==> config.mk <==
export PLATFORM = sky130hd
export DESIGN_NAME = polygon_centroid_flat
export DESIGN_NICKNAME = d
export VERILOG_FILES = /design/src/rtl/pcent_pkg.sv /design/src/rtl/pcent_req_if.sv /design/src/rtl/pcent_rsp_if.sv /design/src/rtl/polygon_centroid.sv /design/src/flat_wrapper.sv
export SDC_FILE = /design/constraint.sdc
export NUM_CORES = 2
export LEC_CHECK = 0
export BUFFER_PORTS_ARGS = -buffer_cell sky130_fd_sc_hd__buf_2
export CELL_PAD_IN_SITES_DETAIL_PLACEMENT = 1
export CELL_PAD_IN_SITES_GLOBAL_PLACEMENT = 2
export CORE_MARGIN = 2
export CORE_UTILIZATION = 44
export DETAILED_ROUTE_END_ITERATION = 10
export GPL_TIMING_DRIVEN = 0
export PLACE_DENSITY = 0.88
export SYNTH_ARGS = -nofsm -noshare
export SYNTH_HDL_FRONTEND = slang
export SYNTH_SLANG_ARGS = --single-unit
==> constraint.sdc <==
create_clock -name clock -period 14.55 [get_ports clock]
set_clock_uncertainty 0.15 [all_clocks]
set_input_delay 0.7275 -clock clock [delete_from_list [all_inputs] [get_ports clock]]
set_output_delay 0.7275 -clock clock [all_outputs]
set_load 0.1 [all_outputs]
==> src/rtl/pcent_pkg.sv <==
// Shared constants, codes and types of the polygon centroid block.
package pcent_pkg;

   localparam int MaxVertices = 256;
   localparam int CountWidth  = $clog2(MaxVertices + 2);

   localparam int CoordWidth  = 16;
   localparam int SumWidth    = CoordWidth + 1;
   localparam int EdgeWidth   = 2 * CoordWidth + 1;
   localparam int ProdWidth   = SumWidth + EdgeWidth;
   localparam int CrossWidth  = 43;
   localparam int MomentWidth = 60;
   localparam int DenWidth    = CrossWidth + 1;
   localparam int FracBits    = 8;
   localparam int IntBits     = 16;
   localparam int CentWidth   = IntBits + FracBits;
   localparam int StatusWidth = 2;
   localparam int StepWidth   = $clog2(CentWidth);

   typedef enum logic [StatusWidth-1:0] {
      STATUS_OK        = 2'd0,
      STATUS_ZERO_AREA = 2'd1,
      STATUS_OVERFLOW  = 2'd2
   } status_type;

   typedef enum logic [3:0] {
      ST_IDLE,
      ST_MUL_A0,
      ST_MUL_A1,
      ST_CROSS,
      ST_MOM_X,
      ST_MOM_Y,
      ST_MOM_ACC,
      ST_CHECK,
      ST_DIV_LOAD,
      ST_DIV_STEP,
      ST_DIV_DONE,
      ST_RESULT
   } state_type;

endpackage

==> src/rtl/pcent_req_if.sv <==
// Vertex channel: valid/ready handshake with one vertex per word.
interface pcent_req_if import pcent_pkg::*; ();
   logic                         valid;
   logic                         ready;
   logic signed [CoordWidth-1:0] vertex_x;
   logic signed [CoordWidth-1:0] vertex_y;
   logic                         last_vertex;

   modport source (output valid, vertex_x, vertex_y, last_vertex, input ready);
   modport sink   (input valid, vertex_x, vertex_y, last_vertex, output ready);
endinterface

==> src/rtl/pcent_rsp_if.sv <==
// Result channel: valid/ready handshake with one centroid per word.
interface pcent_rsp_if import pcent_pkg::*; ();
   logic                         valid;
   logic                         ready;
   logic signed [CentWidth-1:0]  centroid_x;
   logic signed [CentWidth-1:0]  centroid_y;
   logic [StatusWidth-1:0]       status;

   modport source (output valid, centroid_x, centroid_y, status, input ready);
   modport sink   (input valid, centroid_x, centroid_y, status, output ready);
endinterface

==> src/rtl/polygon_centroid.sv <==
// Shoelace polygon centroid: one shared multiplier for edges, one shared divider for axes.
// A vertex that is not the last passes through 6 sequencer steps (4 of them on the
// multiplier) before ready rises again; the first vertex of a polygon is only stored.
// The last vertex adds the closing edge, a check and two divisions, each of 24 restoring
// steps (skipped if the axis saturates); the result is then held valid until taken. A
// vertex beyond the limit is dropped, and a last one beyond it gives an overflow result.
// Synchronous active-high reset clears the sums, vertex count and pending result.
module polygon_centroid import pcent_pkg::*; (
   input  logic         clock,
   input  logic         reset,
   pcent_req_if.sink    req_chan,
   pcent_rsp_if.source  rsp_chan
);

   state_type state_ff, state_in;

   logic signed [CoordWidth-1:0]  first_x_ff, first_x_in, first_y_ff, first_y_in;
   logic signed [CoordWidth-1:0]  prev_x_ff, prev_x_in, prev_y_ff, prev_y_in;
   logic signed [CoordWidth-1:0]  ex0_ff, ex0_in, ey0_ff, ey0_in;
   logic signed [CoordWidth-1:0]  ex1_ff, ex1_in, ey1_ff, ey1_in;
   logic [CountWidth-1:0]         count_ff, count_in;
   logic                          last_ff, last_in;
   logic                          closing_ff, closing_in;

   logic signed [ProdWidth-1:0]   prod_ff, prod_in;
   logic signed [EdgeWidth-1:0]   edge_ff, edge_in;
   logic signed [CrossWidth-1:0]  cross_ff, cross_in;
   logic signed [MomentWidth-1:0] mx_ff, mx_in, my_ff, my_in;

   logic [DenWidth-1:0]           den_ff, den_in;
   logic                          cross_neg_ff, cross_neg_in;
   logic                          sel_ff, sel_in;
   logic                          neg_ff, neg_in;
   logic                          sat_ff, sat_in;
   logic [DenWidth-1:0]           rem_ff, rem_in;
   logic [CentWidth-1:0]          low_ff, low_in;
   logic [CentWidth-1:0]          quot_ff, quot_in;
   logic [StepWidth-1:0]          step_ff, step_in;

   logic signed [CentWidth-1:0]   cx_ff, cx_in, cy_ff, cy_in;
   logic [StatusWidth-1:0]        status_ff, status_in;

   logic signed [SumWidth-1:0]    opa;
   logic signed [EdgeWidth-1:0]   opb;
   logic signed [ProdWidth-1:0]   product;

   logic [CrossWidth-1:0]         cross_mag;
   logic signed [MomentWidth-1:0] num;
   logic [MomentWidth-1:0]        num_mag;
   logic [DenWidth+1:0]           trial;
   logic [CentWidth:0]            mag;
   logic [CentWidth-1:0]          clamped;
   logic                          accept;

   assign product = opa * opb;

   assign accept             = req_chan.valid && req_chan.ready;
   assign req_chan.ready     = (state_ff == ST_IDLE);
   assign rsp_chan.valid     = (state_ff == ST_RESULT);
   assign rsp_chan.centroid_x = cx_ff;
   assign rsp_chan.centroid_y = cy_ff;
   assign rsp_chan.status    = status_ff;

   always_ff @(posedge clock) begin
      if (reset) begin
         state_ff     <= ST_IDLE;
         first_x_ff   <= '0;
         first_y_ff   <= '0;
         prev_x_ff    <= '0;
         prev_y_ff    <= '0;
         count_ff     <= '0;
         last_ff      <= 1'b0;
         closing_ff   <= 1'b0;
         cross_ff     <= '0;
         mx_ff        <= '0;
         my_ff        <= '0;
         sel_ff       <= 1'b0;
         step_ff      <= '0;
      end else begin
         state_ff     <= state_in;
         first_x_ff   <= first_x_in;
         first_y_ff   <= first_y_in;
         prev_x_ff    <= prev_x_in;
         prev_y_ff    <= prev_y_in;
         count_ff     <= count_in;
         last_ff      <= last_in;
         closing_ff   <= closing_in;
         cross_ff     <= cross_in;
         mx_ff        <= mx_in;
         my_ff        <= my_in;
         sel_ff       <= sel_in;
         step_ff      <= step_in;
      end
   end

   always_ff @(posedge clock) begin
      ex0_ff       <= ex0_in;
      ey0_ff       <= ey0_in;
      ex1_ff       <= ex1_in;
      ey1_ff       <= ey1_in;
      prod_ff      <= prod_in;
      edge_ff      <= edge_in;
      den_ff       <= den_in;
      cross_neg_ff <= cross_neg_in;
      neg_ff       <= neg_in;
      sat_ff       <= sat_in;
      rem_ff       <= rem_in;
      low_ff       <= low_in;
      quot_ff      <= quot_in;
      cx_ff        <= cx_in;
      cy_ff        <= cy_in;
      status_ff    <= status_in;
   end

   always_comb begin
      state_in     = state_ff;
      first_x_in   = first_x_ff;
      first_y_in   = first_y_ff;
      prev_x_in    = prev_x_ff;
      prev_y_in    = prev_y_ff;
      ex0_in       = ex0_ff;
      ey0_in       = ey0_ff;
      ex1_in       = ex1_ff;
      ey1_in       = ey1_ff;
      count_in     = count_ff;
      last_in      = last_ff;
      closing_in   = closing_ff;
      prod_in      = prod_ff;
      edge_in      = edge_ff;
      cross_in     = cross_ff;
      mx_in        = mx_ff;
      my_in        = my_ff;
      den_in       = den_ff;
      cross_neg_in = cross_neg_ff;
      sel_in       = sel_ff;
      neg_in       = neg_ff;
      sat_in       = sat_ff;
      rem_in       = rem_ff;
      low_in       = low_ff;
      quot_in      = quot_ff;
      step_in      = step_ff;
      cx_in        = cx_ff;
      cy_in        = cy_ff;
      status_in    = status_ff;

      opa       = SumWidth'(ex0_ff);
      opb       = EdgeWidth'(ey1_ff);
      cross_mag = cross_ff[CrossWidth-1] ? CrossWidth'(-cross_ff) : CrossWidth'(cross_ff);
      num       = sel_ff ? my_ff : mx_ff;
      num_mag   = num[MomentWidth-1] ? MomentWidth'(-num) : MomentWidth'(num);
      trial     = {1'b0, rem_ff, low_ff[CentWidth-1]} - {2'b00, den_ff};
      mag       = sat_ff ? (CentWidth+1)'(1) << CentWidth : {1'b0, quot_ff};
      if (neg_ff) begin
         clamped = (mag > (CentWidth+1)'(1) << (CentWidth-1))
                   ? CentWidth'(1) << (CentWidth-1) : CentWidth'(-mag[CentWidth-1:0]);
      end else begin
         clamped = (mag > ((CentWidth+1)'(1) << (CentWidth-1)) - 1'b1)
                   ? (CentWidth'(1) << (CentWidth-1)) - 1'b1 : mag[CentWidth-1:0];
      end

      case (state_ff)
         ST_IDLE: begin
            if (accept) begin
               last_in    = req_chan.last_vertex;
               closing_in = 1'b0;
               if (count_ff >= CountWidth'(MaxVertices)) begin
                  // drop the word; only the flag matters now
                  count_in = CountWidth'(MaxVertices + 1);
                  if (req_chan.last_vertex) begin
                     cx_in     = '0;
                     cy_in     = '0;
                     status_in = STATUS_OVERFLOW;
                     state_in  = ST_RESULT;
                  end
               end else begin
                  count_in  = count_ff + 1'b1;
                  prev_x_in = req_chan.vertex_x;
                  prev_y_in = req_chan.vertex_y;
                  ex1_in    = req_chan.vertex_x;
                  ey1_in    = req_chan.vertex_y;
                  if (count_ff == '0) begin
                     first_x_in = req_chan.vertex_x;
                     first_y_in = req_chan.vertex_y;
                     if (req_chan.last_vertex) begin
                        // single vertex: closing edge onto itself
                        ex0_in     = req_chan.vertex_x;
                        ey0_in     = req_chan.vertex_y;
                        closing_in = 1'b1;
                        state_in   = ST_MUL_A0;
                     end
                  end else begin
                     ex0_in   = prev_x_ff;
                     ey0_in   = prev_y_ff;
                     state_in = ST_MUL_A0;
                  end
               end
            end
         end
         ST_MUL_A0: begin
            opa      = SumWidth'(ex0_ff);
            opb      = EdgeWidth'(ey1_ff);
            prod_in  = product;
            state_in = ST_MUL_A1;
         end
         ST_MUL_A1: begin
            opa      = SumWidth'(ex1_ff);
            opb      = EdgeWidth'(ey0_ff);
            prod_in  = product;
            edge_in  = prod_ff[EdgeWidth-1:0];
            state_in = ST_CROSS;
         end
         ST_CROSS: begin
            edge_in  = edge_ff - prod_ff[EdgeWidth-1:0];
            state_in = ST_MOM_X;
         end
         ST_MOM_X: begin
            opa      = SumWidth'(ex0_ff) + SumWidth'(ex1_ff);
            opb      = edge_ff;
            prod_in  = product;
            cross_in = cross_ff + CrossWidth'(edge_ff);
            state_in = ST_MOM_Y;
         end
         ST_MOM_Y: begin
            opa      = SumWidth'(ey0_ff) + SumWidth'(ey1_ff);
            opb      = edge_ff;
            prod_in  = product;
            mx_in    = mx_ff + MomentWidth'(prod_ff);
            state_in = ST_MOM_ACC;
         end
         ST_MOM_ACC: begin
            my_in = my_ff + MomentWidth'(prod_ff);
            if (closing_ff) begin
               state_in = ST_CHECK;
            end else if (last_ff) begin
               // close the polygon back to the first vertex
               ex0_in     = prev_x_ff;
               ey0_in     = prev_y_ff;
               ex1_in     = first_x_ff;
               ey1_in     = first_y_ff;
               closing_in = 1'b1;
               state_in   = ST_MUL_A0;
            end else begin
               state_in = ST_IDLE;
            end
         end
         ST_CHECK: begin
            if (cross_ff == '0) begin
               cx_in     = '0;
               cy_in     = '0;
               status_in = STATUS_ZERO_AREA;
               state_in  = ST_RESULT;
            end else begin
               den_in       = {cross_mag, 1'b0} + DenWidth'(cross_mag);
               cross_neg_in = cross_ff[CrossWidth-1];
               sel_in       = 1'b0;
               state_in     = ST_DIV_LOAD;
            end
         end
         ST_DIV_LOAD: begin
            neg_in  = num[MomentWidth-1] ^ cross_neg_ff;
            sat_in  = num_mag >= {den_ff, IntBits'(0)};
            rem_in  = num_mag[MomentWidth-1:IntBits];
            low_in  = {num_mag[IntBits-1:0], FracBits'(0)};
            quot_in = '0;
            step_in = '0;
            state_in = (num_mag >= {den_ff, IntBits'(0)}) ? ST_DIV_DONE : ST_DIV_STEP;
         end
         ST_DIV_STEP: begin
            // restoring step: one quotient bit per cycle
            if (!trial[DenWidth+1]) begin
               rem_in  = trial[DenWidth-1:0];
               quot_in = {quot_ff[CentWidth-2:0], 1'b1};
            end else begin
               rem_in  = {rem_ff[DenWidth-2:0], low_ff[CentWidth-1]};
               quot_in = {quot_ff[CentWidth-2:0], 1'b0};
            end
            low_in  = {low_ff[CentWidth-2:0], 1'b0};
            step_in = step_ff + 1'b1;
            if (step_ff == StepWidth'(CentWidth - 1)) begin
               state_in = ST_DIV_DONE;
            end
         end
         ST_DIV_DONE: begin
            if (sel_ff) begin
               cy_in     = clamped;
               status_in = STATUS_OK;
               state_in  = ST_RESULT;
            end else begin
               cx_in    = clamped;
               sel_in   = 1'b1;
               state_in = ST_DIV_LOAD;
            end
         end
         ST_RESULT: begin
            if (rsp_chan.ready) begin
               first_x_in = '0;
               first_y_in = '0;
               prev_x_in  = '0;
               prev_y_in  = '0;
               count_in   = '0;
               cross_in   = '0;
               mx_in      = '0;
               my_in      = '0;
               last_in    = 1'b0;
               closing_in = 1'b0;
               state_in   = ST_IDLE;
            end
         end
         default: begin
            state_in = ST_IDLE;
         end
      endcase
   end

endmodule

==> src/flat_wrapper.sv <==
// flat-port wrapper written by rule: the top's interface ports become plain ports
module polygon_centroid_flat import pcent_pkg::*;
  (clock, reset, req_chan_valid, req_chan_vertex_x, req_chan_vertex_y, req_chan_last_vertex, req_chan_ready, rsp_chan_valid, rsp_chan_centroid_x, rsp_chan_centroid_y, rsp_chan_status, rsp_chan_ready);
  pcent_req_if req_chan_i ();
  pcent_rsp_if rsp_chan_i ();
  input  logic clock;
  input  logic reset;
  input wire logic [$bits(req_chan_i.valid)-1:0] req_chan_valid;
  input wire logic [$bits(req_chan_i.vertex_x)-1:0] req_chan_vertex_x;
  input wire logic [$bits(req_chan_i.vertex_y)-1:0] req_chan_vertex_y;
  input wire logic [$bits(req_chan_i.last_vertex)-1:0] req_chan_last_vertex;
  output wire logic [$bits(req_chan_i.ready)-1:0] req_chan_ready;
  output wire logic [$bits(rsp_chan_i.valid)-1:0] rsp_chan_valid;
  output wire logic [$bits(rsp_chan_i.centroid_x)-1:0] rsp_chan_centroid_x;
  output wire logic [$bits(rsp_chan_i.centroid_y)-1:0] rsp_chan_centroid_y;
  output wire logic [$bits(rsp_chan_i.status)-1:0] rsp_chan_status;
  input wire logic [$bits(rsp_chan_i.ready)-1:0] rsp_chan_ready;
  assign req_chan_i.valid = req_chan_valid;
  assign req_chan_i.vertex_x = req_chan_vertex_x;
  assign req_chan_i.vertex_y = req_chan_vertex_y;
  assign req_chan_i.last_vertex = req_chan_last_vertex;
  assign req_chan_ready = req_chan_i.ready;
  assign rsp_chan_valid = rsp_chan_i.valid;
  assign rsp_chan_centroid_x = rsp_chan_i.centroid_x;
  assign rsp_chan_centroid_y = rsp_chan_i.centroid_y;
  assign rsp_chan_status = rsp_chan_i.status;
  assign rsp_chan_i.ready = rsp_chan_ready;
  polygon_centroid u_core (.clock(clock), .reset(reset), .req_chan(req_chan_i), .rsp_chan(rsp_chan_i));
endmodule
=== Yosys cells after proc, flatten, opt, wreduce, memory -nomap -nowiden ===
Index checks and enable logic that the tools add are counted.

* Input port bits: 37
* Memories kept: 0
* Output and inout bits: 52
* Register bits after elaboration: 584
* Latch bits: 0
* Bits in writable memories: 0
* Logic and storage cells: 205
* Bits in read-only memories: 0

* Equality and inequality tests: 27
* Multiply operators: 1
* Divide/modulo/power cells: 0
* Order comparisons: 4
* Add/subtract/negate cells: 13
* Bitwise logic cells: 2
* Reduce and logical (&&, ||, !) cells: 30
* Mux-type cells: 99
* Shift-type cells: 0

{| class="wikitable"
|+ Operators by type and width
! operator !! number
|-
| $mux W16 || 27
|-
| $pmux W16 S2 || 8
|-
| $pmux W60 S2 || 2
|-
| $mux W24 || 9
|-
| $mux W60 || 3
|-
| $pmux W24 S3 || 2
|-
| $pmux W33 S2 || 2
|-
| $add A60 B50 Y60 || 2
|-
| $pmux W24 S2 || 2
|-
| $pmux W44 S2 || 1
|-
| $mux W43 || 2
|-
| $pmux W43 S2 || 1
|-
| $ge A60 B60 Y1 || 1
|-
| $neg A60 Y60 || 1
|-
| $pmux W17 S3 || 1
|-
| $mul A17 B33 Y50 || 1
|-
| $pmux W4 S12 || 1
|-
| $sub A45 B44 Y46 || 1
|-
| $add A44 B43 Y44 || 1
|-
| $mux W44 || 1
|-
| $add A43 B33 Y43 || 1
|-
| $logic_not A43 Y1 || 1
|-
| $neg A43 Y43 || 1
|-
| $add A16 B16 Y17 || 2
|-
| 39 further kinds || 102
|}

=== Depth between registers and ports, before layout ===
* Depth after elaboration: 6
* Mapped depth: 39
* Mapped depth without buffers: 37

=== Worst setup path after synthesis ===
No wires, ideal clock.

* Path type: flip-flop to flip-flop
* Start point: register u_core.ey1_ff[0]
* End point: register u_core.prod_ff[45], data pin
* Period minus slack after synthesis: 9070 ps
* Cell stages (with the launch flop): 36
* Slack: 5480 ps
* Data required time: 14140 ps
* Setup time: 260 ps
* Buffers on the path: 1
* Arrival: 8660 ps
* Path through: edfxtp_1 -> ha_1 -> inv_1 -> fa_1 -> nor2b_1 -> o21ai_0 -> a21boi_0 -> o21a_1 -> o21ai_0 -> a21oi_1 -> a41oi_1 -> a2111oi_0 -> mux2i_1 -> a211oi_1 -> clkbuf_1 -> nor2_1 -> fa_1 -> fa_1 -> fa_1 -> fa_1 -> fa_1 -> inv_1 -> fa_1 -> inv_1 -> ha_1 -> a21oi_1 -> nand2_1 -> o21a_1 -> or3_1 -> a21o_1 -> a21oi_1 -> o21ai_0 -> nand2_1 -> a41oi_1 -> a211oi_1 -> nor3_1

* Longest elaborated chain between the ends: 3
* Elaborated cells between the ends (all ways): 4
* Those cells by class: 1 x add/sub; 1 x mul; 2 x mux

{| class="wikitable"
|+ RTL lines
! what !! line !! source
|-
| start: declaration || polygon_centroid.sv:20 || <nowiki>logic signed [CoordWidth-1:0] ex1_ff, ex1_in, ey1_ff, ey1_in;</nowiki>
|-
| start signal: assignment || polygon_centroid.sv:100 || <nowiki>ey1_ff <= ey1_in;</nowiki>
|-
| $add A16 B16 Y17 || polygon_centroid.sv:224 || <nowiki>opa = SumWidth'(ey0_ff) + SumWidth'(ey1_ff);</nowiki>
|-
| $pmux W17 S3 || polygon_centroid.sv:161 || <nowiki>case (state_ff)</nowiki>
|-
| $mul A17 B33 Y50 * || polygon_centroid.sv:55 || <nowiki>assign product = opa * opb;</nowiki>
|-
| named net u_core.product[45] || polygon_centroid.sv:45 || <nowiki>logic signed [ProdWidth-1:0] product;</nowiki>
|-
| end signal: assignment || polygon_centroid.sv:101 || <nowiki>prod_ff <= prod_in;</nowiki>
|-
| end: declaration || polygon_centroid.sv:25 || <nowiki>logic signed [ProdWidth-1:0] prod_ff, prod_in;</nowiki>
|}

The timed path passes the listed nets; every way through them passes the cells marked *.
A chain may end at the register's enable or synchronous reset.

=== Worst setup path in the final report ===
* Start point: register u_core.state_ff[1]
* End point: register u_core.prod_ff[45], data pin

* Longest elaborated chain between the ends: 4
* Elaborated cells between the ends (all ways): 7
* Those cells by class: 1 x mul; 3 x eq/ne; 2 x mux; 1 x reduce/logical

{| class="wikitable"
|+ RTL lines
! what !! line !! source
|-
| start: declaration || polygon_centroid.sv:15 || <nowiki>state_type state_ff, state_in;</nowiki>
|-
| start signal: assignment || polygon_centroid.sv:80 || <nowiki>state_ff <= state_in;</nowiki>
|-
| $eq A4 B3 Y1 || polygon_centroid.sv:161 ||
|-
| $reduce_or A2 Y1 (no source line) || - ||
|-
| $pmux W33 S2 || polygon_centroid.sv:161 ||
|-
| $mul A17 B33 Y50 * || polygon_centroid.sv:55 ||
|-
| named net u_core.product[45] || polygon_centroid.sv:45 ||
|}

Marked as above.

==> metrics.csv <==
metric,value,unit
Synth Register Bits,576,
# fillers,16800,
Max Root-Sink Buffers,3,
Max Clk Rate,75.4,MHz
Post-DP HPWL,198,mm
sequential-to-total area share from yosys stat,23.8,%
Synth Flop Type,edfxtp_1,
"Cell Area, Placed",65300,sq um
Tmin final,13260,ps
Worst-path clk slew,60,ps
Nets,8544,
gpl congestion,1.02,
Setup TNS Final,0,ps
htree depth,3,
Post-Syn Nets,8370,
placed cells,9287,
via density per instance,5.90,
Die Height,380,microns
required time worst endpoint,14790,ps
WP buf/inv,10,
Synth area leaders,"fa_1 (18%), edfxtp_1 (16%), ha_1 (9.6%), dfxtp_1 (8.0%), nand2_1 (5.8%)",
failing checks,"max-capacitance violations, max-slew violations",
average wire per cell in the routed design,25.4,microns
warning count from the yosys run,0,
CP max stage cell,clkbuf_1,
die width,380,microns
asr flop ratio synth,0,%
post-route ant nets,0,
top cell type by total area after synthesis,fa_1,
final setup violation count,0,
Post-Syn Instances,7311,
Synth cell types,84,
CP dominant cell by count,fa_1,
outcome,"finished, violations left",
share of layout cells above drive strength 1,4.22,%
Post CTS Setup Buffer Count,0,
final hold violation count,0,
antenna violations before repair,3,
family with the most delay on the worst path,simple AND/OR/NAND/NOR gates,
CP peak stage delay,850,ps
GRT Resource Usage Total,32.7,%
Cell Rows,137,
root buffer cell,clkbuf_16,
P&R area growth vs syn,8.85,%
DR pass1 iterations,6,
Post-CTS Hold Buffers,0,
Slew HR,-2.71,%
# IOs,89,
TritonCTS Buffers,71,
crit path DAT,13500,ps
worst hold path type,input port to register,
RSZ-0062 raised after global routing,false,
CTS tree,done,
most numerous cell in the Yosys netlist,nand2_1,
via count,55500,
CP Capture Type,register,
Avg Synthesized Cell Area,8.50,sq um
Post-Syn Area,62200,sq um
Starting Density,44.4,%
Synth top area share,17.6,%
Final Slew Violations,12,
Commonest cells post-synth,"nand2_1 (957), inv_1 (831), nor2_1 (597), fa_1 (545), a21oi_1 (513)",
final wirelength,239,mm
IO Port Bufs,88,
CP Launch Type,register,
max_cap viols,1,
Tcrit/Tclk final,91.1,%
worst slew pin tran,1540,ps
vias in the first global route,58300,
post_cts resized,0,
# clock sinks,576,
die area,144000,sq um
Setup CP Type,register to register,
Post-synth EDFFs,328,
Initial DRC Count,3776,
Skew-Pair Late Insertion Delay,680,ps
CP max FO,10,
Final Non-Filler Cells,9417,
largest net degree at the start of global routing,50,
Hold Slack,201,ps
GRT overflow,0,
drt drc,0,
core region area,140000,sq um
first-pass GRT wire length,362,mm
Post-Layout Inst Area,67700,sq um
[sequential cells by signal, indices dropped and copies added, names as in the netlist, 2 cells and up]
name                        flops
u_core.low_ff                  16
u_core.prev_x_ff               16
u_core.first_x_ff              16
u_core.count_ff                 9
u_core.prod_ff                 50
u_core.rsp_chan.centroid_y     24
u_core.state_ff                 4
u_core.den_ff                  44
u_core.rsp_chan.centroid_x     24
u_core.ey0_ff                  16
u_core.mx_ff                   60
u_core.cross_ff                43
u_core.first_y_ff              16
u_core.ex0_ff                  16
u_core.edge_ff                 33
u_core.rem_ff                  44
u_core.step_ff                  5
u_core.ey1_ff                  16
u_core.quot_ff                 24
u_core.ex1_ff                  16
u_core.prev_y_ff               16
u_core.rsp_chan.status          2
u_core.my_ff                   60
[through the flow]
stage	setup slack [ps]	util, %
floorplan	5480	-
global placement	1930	46.4
detailed placement	1650	46.7
CTS	1630	48.4
global route	1190	48.4
finish	1290	48.4
[per-layer routing]
layer | share of wire [%] | vias up | GRT usage (%)
li1 | - | 25400 | -
met1 | 42 | 28200 | 41.4
met2 | 47 | 1466 | 54.5
met3 | 4.8 | 476 | 4.19
met4 | 6.3 | 2 | 17.2
met5 | 0.0038 | - | 0
[cell families after synthesis]
family / Yosys count / share of synthesized area [%]
buffers and inverters: 1146 / 6.94
xor gates and xnor gates: 401 / 5.65
AOI/OAI and AO/OA: 1732 / 17.6
DFF: 576 / 23.8
and+or+nand+nor: 2323 / 16.9
muxes: 111 / 1.86
adders and majority gates: 1022 / 27.2
[final timing paths]
kind	depth (start not counted)	to	slack (ps)	startpoint
worst max-delay path	33	u_core.prod_ff[45]	1290	u_core.state_ff[1]
worst min-delay path	3	u_core.prev_x_ff[5]	200	req_chan_vertex_x[5]
worst min register to register	0	u_core.cross_neg_ff	280	u_core.cross_ff[42]
worst max register to register	33	u_core.prod_ff[45]	1290	u_core.state_ff[1]
[layout make-up]
cell class,instances,area [sq um],area share [%]
inverter,833,3130,4.62
multi-input combinational,5589,43200,63.8
timing repair buffer,101,673,0.995
tap,1876,2350,3.47
clock buffer,89,1940,2.86
clock inverter,39,404,0.597
sequential,576,14800,21.9
buffer,313,1190,1.76
antenna,1,2.50,0.00370
[placed cells by master (no fill, tap or decap), types with 62 or more instances in the layout]
cell,count
a21o_1,199
xnor2_1,249
nand2_1,957
mux2i_1,74
a22oi_1,82
ha_1,477
dfxtp_1,248
nand4_1,62
o21ai_0,406
edfxtp_1,328
buf_2,97
fa_1,545
nand2b_1,81
inv_1,830
clkbuf_1,284
xor2_1,152
nand3_1,151
clkbuf_16,74
nor3_1,112
and2_1,75
and3_1,69
nor2_1,594
a21oi_1,512
[worst reg2reg max path, delay by kind of cell (launching register included)]
kind	cells	cell delay, ps
AOI/OAI and AO/OA	6	2520
adders and majority gates	7	3430
buffers and inverters	10	3140
DFF	1	300
and+or+nand+nor	10	3460
Power is not shown: default switching activity piles up to over one toggle a cycle in this logic, so the estimate is an artifact.
